===== src/sv/lbbr_pkg.sv =====
package lbbr_pkg;

   // request operations
   localparam logic OP_INSERT = 1'b0;
   localparam logic OP_PROBE  = 1'b1;

   // event kinds
   localparam logic [1:0] EVT_TOUCH  = 2'd0;
   localparam logic [1:0] EVT_EVICT  = 2'd1;
   localparam logic [1:0] EVT_INSERT = 2'd2;
   localparam logic [1:0] EVT_PROBE  = 2'd3;

   // register file: one 64-bit register per 8-byte slot
   localparam int          ADDR_W       = 4;
   localparam logic        REG_CAPACITY = 1'b0;
   localparam int          CAP_W        = 48;
   localparam int          DATA_W       = 64;

   localparam int          BYTES_OUT_W  = 38;
   localparam int          PAGES_OUT_W  = 7;

   typedef struct packed {
      logic [1:0]             kind;
      logic [31:0]            page;
      logic                   hit;
      logic                   last;
      logic [BYTES_OUT_W-1:0] bytes;
      logic [PAGES_OUT_W-1:0] pages;
      logic [31:0]            ins;
      logic [31:0]            evi;
      logic [31:0]            tch;
   } evt_type;

endpackage


===== src/sv/lbbr_csr.sv =====
module lbbr_csr (
   input  logic                         clock,
   input  logic                         reset,
   input  logic                         psel,
   input  logic                         penable,
   input  logic                         pwrite,
   input  logic [lbbr_pkg::ADDR_W-1:0]  paddr,
   input  logic [lbbr_pkg::DATA_W-1:0]  pwdata,
   output logic [lbbr_pkg::DATA_W-1:0]  prdata,
   output logic                         pready,
   output logic [lbbr_pkg::CAP_W-1:0]   capacity
);

   logic [lbbr_pkg::CAP_W-1:0] cap_ff;
   logic [lbbr_pkg::CAP_W-1:0] cap_in;
   logic                       sel_cap;

   // low three address bits are ignored; bit 3 selects the 64-bit register
   assign sel_cap = (paddr[lbbr_pkg::ADDR_W-1:3] == lbbr_pkg::REG_CAPACITY);

   always_comb begin
      cap_in = cap_ff;
      if (psel && penable && pwrite && sel_cap) begin
         cap_in = pwdata[lbbr_pkg::CAP_W-1:0];
      end
   end

   always_ff @(posedge clock) begin
      if (reset) begin
         cap_ff <= '0;
      end else begin
         cap_ff <= cap_in;
      end
   end

   assign prdata   = sel_cap ? lbbr_pkg::DATA_W'(cap_ff) : '0;
   assign pready   = 1'b1;
   assign capacity = cap_ff;

endmodule


===== config.mk =====
export PLATFORM = sky130hd
export DESIGN_NAME = lbbr_csr
export DESIGN_NICKNAME = d
export VERILOG_FILES = /design/src/sv/lbbr_pkg.sv /design/src/sv/lbbr_csr.sv
export SDC_FILE = /design/constraint.sdc
export NUM_CORES = 1
export LEC_CHECK = 0
export BUFFER_PORTS_ARGS = -buffer_cell sky130_fd_sc_hd__buf_2
export CAP_MARGIN = 20
export CORE_ASPECT_RATIO = 2
export CORE_MARGIN = 10
export CORE_UTILIZATION = 40
export CTS_CLUSTER_SIZE = 14
export DETAILED_ROUTE_END_ITERATION = 7
export PLACE_DENSITY_LB_ADDON = 0.15
export SLEW_MARGIN = 15
export SYNTH_ARGS = -nofsm -noshare
export SYNTH_HDL_FRONTEND = slang
export SYNTH_SLANG_ARGS = --single-unit

===== constraint.sdc =====
create_clock -name clock -period 1.15 [get_ports clock]
set_input_delay 0 -clock clock [delete_from_list [all_inputs] [get_ports clock]]
set_output_delay 0 -clock clock [all_outputs]
set_load 0.03 [all_outputs]

==> flow_metrics.tcl, run 1 <==
set metrics [dict create \
    status "finished, final reports clean" \
    crit_slowest_cell "dfxtp_1" \
    setup_viol 0 \
    overflow 0 \
    drc 0 \
    drive_above_1_share_pct 34.7 \
    path_clk_slew_ps 60 \
    worst_setup_path_end_kind "output pin" \
    syn_area_sq_mm 0.00260 \
    drt-total-wl_mm 7.50 \
    core_sq_mm 0.00631 \
    slew_viol_final 0 \
    num_rows 41 \
    critPathMaxFanout 3 \
    ys_ff_latch 48 \
    synth_area_leaders "dfxtp_1, nand2b_1, mux2i_1, nor2b_1, buf_4" \
    portBuffers 149 \
    cts_resized 0 \
    cap_violations 0 \
    syn_area_per_cell_sq_um 9.26 \
    yosysWarnings 0 \
    setup-tns-final_ps 0 \
    grt_setup_unrepaired "no" \
    synth.most_common_cell "nand2b_1" \
    cts.sinks 48 \
    ys_seq_area_share_pct 36.9 \
    htreeDepth 2 \
    fin_ws_ps 136 \
    seq_area_sq_um 961 \
    grt.total_usage_pct 14.1 \
    grt_max_degree 97 \
    synth_edf_count 0 \
    floorplan.initialDensity_pct 41.2 \
    final_cell_area_sq_mm 0.00397 \
    fin_nets 539 \
    antenna_found_initial 0 \
    antenna_cells 0 \
    synthTopCellsByCount "nand2b_1, dfxtp_1, mux2i_1" \
    num-fill-cells 569 \
    first_pass_iters 4 \
    multi_input_area_sq_mm 0.00146 \
    power_mw 3.88 \
    min_period_ps 1010 \
    globalplace.congestion 0.706 \
    tritoncts "built" \
    dieArea_sq_mm 0.0103 \
    ant_nets 0 \
    drtIter0Drc 84 \
    placed_cell_area_sq_mm 0.00334 \
    cts_setup_buffers 0 \
    yosysUniqueCellTypes 11 \
    synthArstFlopShare_pct 0 \
    vias 2384 \
    grt_pass1_vias 2526 \
    p_leak_nw 1.91 \
    clock-root-buffer "clkbuf_16" \
    viasPerCell 4.31 \
    synth_cells 281 \
    irDropWorstVdd_mv 0.902 \
    ioPinCount 186 \
    holdCritPathClass "primary input to flip-flop" \
    yosysTopAreaCell "dfxtp_1" \
    critPathRequiredTime_ps 1150 \
    largest_register_ffs 48 \
    synth-main-ff-cell "dfxtp_1" \
    clk_latency_ps 280 \
    worst_clock_skew_ps 0 \
    die_y_um 134 \
    final.period_utilization_pct 88.2 \
    arrival_ps 1010 \
    grt_first_pass_wirelength_mm 12.3 \
    yosys.area.top_type_share_pct 36.9 \
    max_freq_mhz 986 \
    place_ws_ps 167 \
    die_w_um 77.0 \
    start_kind "flip-flop" \
    powerDensity_mw_per_mm2 976 \
    worstPathCellList "nor2b_1 > buf_2" \
    synthToLayoutAreaGrowth_pct 52.6 \
    hold_viol 0 \
    criticalPathCategory "flip-flop to output pin" \
    dpl.hpwl_mm 5.47 \
    wl_per_cell_um 13.6 \
    critPathMaxStageDelay_ps 340 \
    cts_buffers 5 \
    clockBufferDepth 2 \
]
## routing by layer
| metal | vias to the layer above | global-route usage (%) | routed length [um] |
|---|---|---|---|
| met5 | - | 0 | 0 |
| met4 | 0 | 5.31 | 148 |
| met3 | 11 | 5.62 | 613 |
| met2 | 95 | 25.5 | 3870 |
| met1 | 1068 | 13.9 | 2870 |
| li1 | 1210 | - | - |
## final timing paths
kind | end | slack, ps | from | cells after the start
worst max-delay path | prdata[44] | 140 | capacity[44]$_SDFFE_PP0P_ | 2
worst min-delay path | capacity[39]$_SDFFE_PP0P_ | 330 | reset | 4
worst max register to register | capacity[19]$_SDFFE_PP0P_ | 530 | capacity[19]$_SDFFE_PP0P_ | 2
worst min register to register | capacity[37]$_SDFFE_PP0P_ | 480 | capacity[37]$_SDFFE_PP0P_ | 2
## per-stage QoR
step	cells	hold WS, ps	utilization, %
after global placement	497	262	53.0
after floorplan	296	155	-
after detailed placement	497	268	53.0
after CTS	553	331	63.0
final	553	333	63.0
after global routing	553	376	63.0
## area by class of cell
cell class | instances | area share (%)
repair buffers | 201 | 32.6
clock buffers | 6 | 3.50
multi-input cells | 210 | 36.8
well taps | 86 | 2.71
clock inverters | 2 | 0.252
flip-flops and latches | 48 | 24.2
## power by group
part	internal, mW	leakage, nW	total, mW	switching (mW)
Sequential	1.70	0.388	1.73	0.0258
Combinational	0.336	1.45	0.713	0.377
Clock	0.856	0.0766	1.44	0.582
Total	2.89	1.91	3.88	0.985
## what timing repair did
item,4_1_cts,5_1_grt
endpoints found under the setup margin,0,0
hold endpoints to repair,48,0
hold buffers,48,0
## placed cells by master (no fill, tap or decap), drive strengths merged
cell and count:
nor2b 44, and4b 1, conb 17, nand2b 96
and2b 4, dlygate4sd3 48, clkbuf 6, buf 153
dfxtp 48, mux2i 48, clkinv 2
## logic make-up (layout without fill, tap and decap cells)
| family | after synthesis | count (layout) | share of synthesized area, % |
|---|---|---|---|
| simple gates | 145 | 145 | 35.2 |
| flops | 48 | 48 | 36.9 |
| mux | 48 | 48 | 18.5 |
| other cells | 2 | 17 | 0.289 |
| buf+inv | 38 | 209 | 9.13 |
## critical path, delay by kind of cell, from the launching register on
family	cells	cell delay, ps
buffers and inverters	1	220
flip-flops	1	340
AND/OR/NAND/NOR	1	160
(Power assumes the default switching activity.)
==> run 2: changes to the inputs <==
--- a/config.mk
+++ b/config.mk
@@ -10,9 +10,10 @@
 export CORE_ASPECT_RATIO = 2
 export CORE_MARGIN = 10
 export CORE_UTILIZATION = 40
-export CTS_CLUSTER_SIZE = 14
 export DETAILED_ROUTE_END_ITERATION = 7
+export GPL_TIMING_DRIVEN = 0
 export PLACE_DENSITY_LB_ADDON = 0.15
+export SETUP_SLACK_MARGIN = 0.2
 export SLEW_MARGIN = 15
 export SYNTH_ARGS = -nofsm -noshare
 export SYNTH_HDL_FRONTEND = slang
==> flow_metrics.tcl, run 2 (synthesis gave the netlist of run 1 again) <==
set metrics [dict create \
    switching_share_pct 26.4 \
    slew_viol_final 0 \
    pwr-share-seq_pct 42.5 \
    tightest_slew_ps 552 \
    critPathRequiredTime_ps 1150 \
    fin_nets 575 \
    clock-root-buffer "clkbuf_16" \
    drtIter0Drc 133 \
    final_cell_area_sq_mm 0.00473 \
    max_freq_mhz 1060 \
    cap_violations 0 \
    setup_viol 0 \
    hold_depth 3 \
    first_pass_iters 4 \
    cts_buffers 5 \
    clk_latency_ps 290 \
    p_switching_mw 1.07 \
    p_clk_share_pct 36.0 \
    num-fill-cells 461 \
    die_w_um 77.0 \
    overflow 0 \
    p_leak_nw 2.11 \
    tritoncts "built" \
    largest_register_ffs 48 \
    start_kind "flip-flop" \
    portBuffers 148 \
    worst_clock_skew_ps 0 \
    drc 0 \
    hold_viol 0 \
    worst_setup_path_end_kind "output pin" \
    grt.total_usage_pct 16.8 \
    critPathMaxFanout 3 \
    ant_nets 0 \
    seq_area_sq_mm 0.00101 \
    htreeDepth 2 \
    placed_cell_area_sq_mm 0.00359 \
    status "finished, final reports clean" \
    wl_per_cell_um 15.9 \
    drive_above_1_share_pct 53.5 \
    dpl.hpwl_mm 6.48 \
    arrival_ps 950 \
    multi_input_area_sq_mm 0.00170 \
    powerDensity_mw_per_mm2 861 \
    setup-tns-final_ps 0 \
    dieArea_sq_mm 0.0103 \
    irDropWorstVdd_mv 0.856 \
    combPwrFrac_pct 21.4 \
    ff2ff_path_depth 3 \
    synthToLayoutAreaGrowth_pct 81.9 \
    grt_pass1_vias 2825 \
    min_period_ps 946 \
    layout.cells.most_common "buf_2" \
    globalplace.congestion 0.743 \
    final.period_utilization_pct 82.3 \
    cell_internal_pwr_mw 3.00 \
    die_y_um 134 \
    place_ws_ps -436 \
    fin_ws_ps 204 \
    holdCritPathClass "primary input to flip-flop" \
    viasPerCell 4.41 \
    cts.sinks 48 \
    antenna_found_initial 0 \
    clockBufferDepth 2 \
    grt_setup_unrepaired "yes" \
    final_cell_mix "buf_2, nand2b_1, mux2i_1, dlygate4sd3_1, dfxtp_2" \
    floorplan.initialDensity_pct 41.2 \
    ioPinCount 186 \
    criticalPathCategory "flip-flop to output pin" \
    drt-total-wl_mm 9.34 \
    path_clk_slew_ps 60 \
    grt_first_pass_wirelength_mm 14.3 \
    slew-limit-headroom_pct 63.2 \
    grt_max_degree 14 \
    core_sq_mm 0.00631 \
    vias 2600 \
    num_rows 41 \
    antenna_cells 0 \
]
## run 2: changes by cell type in the layout (fill, tap and decap cells not counted), sizes merged
cell    previous run  this run
clkbuf             6        23
clkinv             2         0
buf              153       174
## run 2: timing repair
item                                    4_1_cts  5_1_grt
gates resized for setup                      95       78
hold endpoints to repair                     48        0
endpoints found under the setup margin       48       46
hold buffers                                 48        0
buffers inserted                              0        3
## run 2: metrics by stage
| stage | std cells | power, mW | utilization [%] | hold WS (ps) |
|---|---|---|---|---|
| global route | 589 | 4.23 | 75.0 | 248 |
| floorplan | 296 | 2.22 | - | 155 |
| detailed placement | 530 | 2.42 | 57.0 | 266 |
| CTS | 586 | 4.07 | 70.8 | 225 |
| global placement | 530 | 2.42 | 57.0 | 262 |
| finish | 589 | 4.08 | 75.0 | 215 |
## run 2: path summary, 6_finish.rpt
check                                  from  slack, ps                   endpoint
hold reg to reg   capacity[36]$_SDFFE_PP0P_        470  capacity[36]$_SDFFE_PP0P_
setup / recovery  capacity[19]$_SDFFE_PP0P_        200                 prdata[19]
hold / removal                        reset        210  capacity[47]$_SDFFE_PP0P_
setup reg to reg  capacity[11]$_SDFFE_PP0P_        440  capacity[11]$_SDFFE_PP0P_
## run 2: power by group through the flow
| stage | clock network, mW | logic, mW | registers (mW) |
|---|---|---|---|
| detailed placement | 0 | 0.662 | 1.76 |
| global route | 1.56 | 0.935 | 1.74 |
| finish | 1.47 | 0.874 | 1.73 |
| floorplan | 0 | 0.393 | 1.83 |
| global placement | 0 | 0.656 | 1.76 |
| CTS | 1.52 | 0.823 | 1.73 |
## run 2: area by class of cell
cell class	count	share of cell area, %
multi-input combinational	210	36.0
buffer	38	5.66
clock buffer	8	3.09
tap	86	2.27
timing repair buffer	199	31.6
sequential	48	21.4
## run 2: per-layer routing
metal  global-route usage (%)  part of all wire [%]  up-vias
met5                        0                     0        -
met4                     5.20                   1.1        0
met3                     6.96                   7.9        5
met2                     32.1                    56       91
met1                     15.6                    35     1211
li1                         -                     -     1293
## run 2: worst max-delay path, stage by stage, from the launching register on
cell,delay [ps]
dfxtp_2,350
nor2b_4,160
buf_6,140
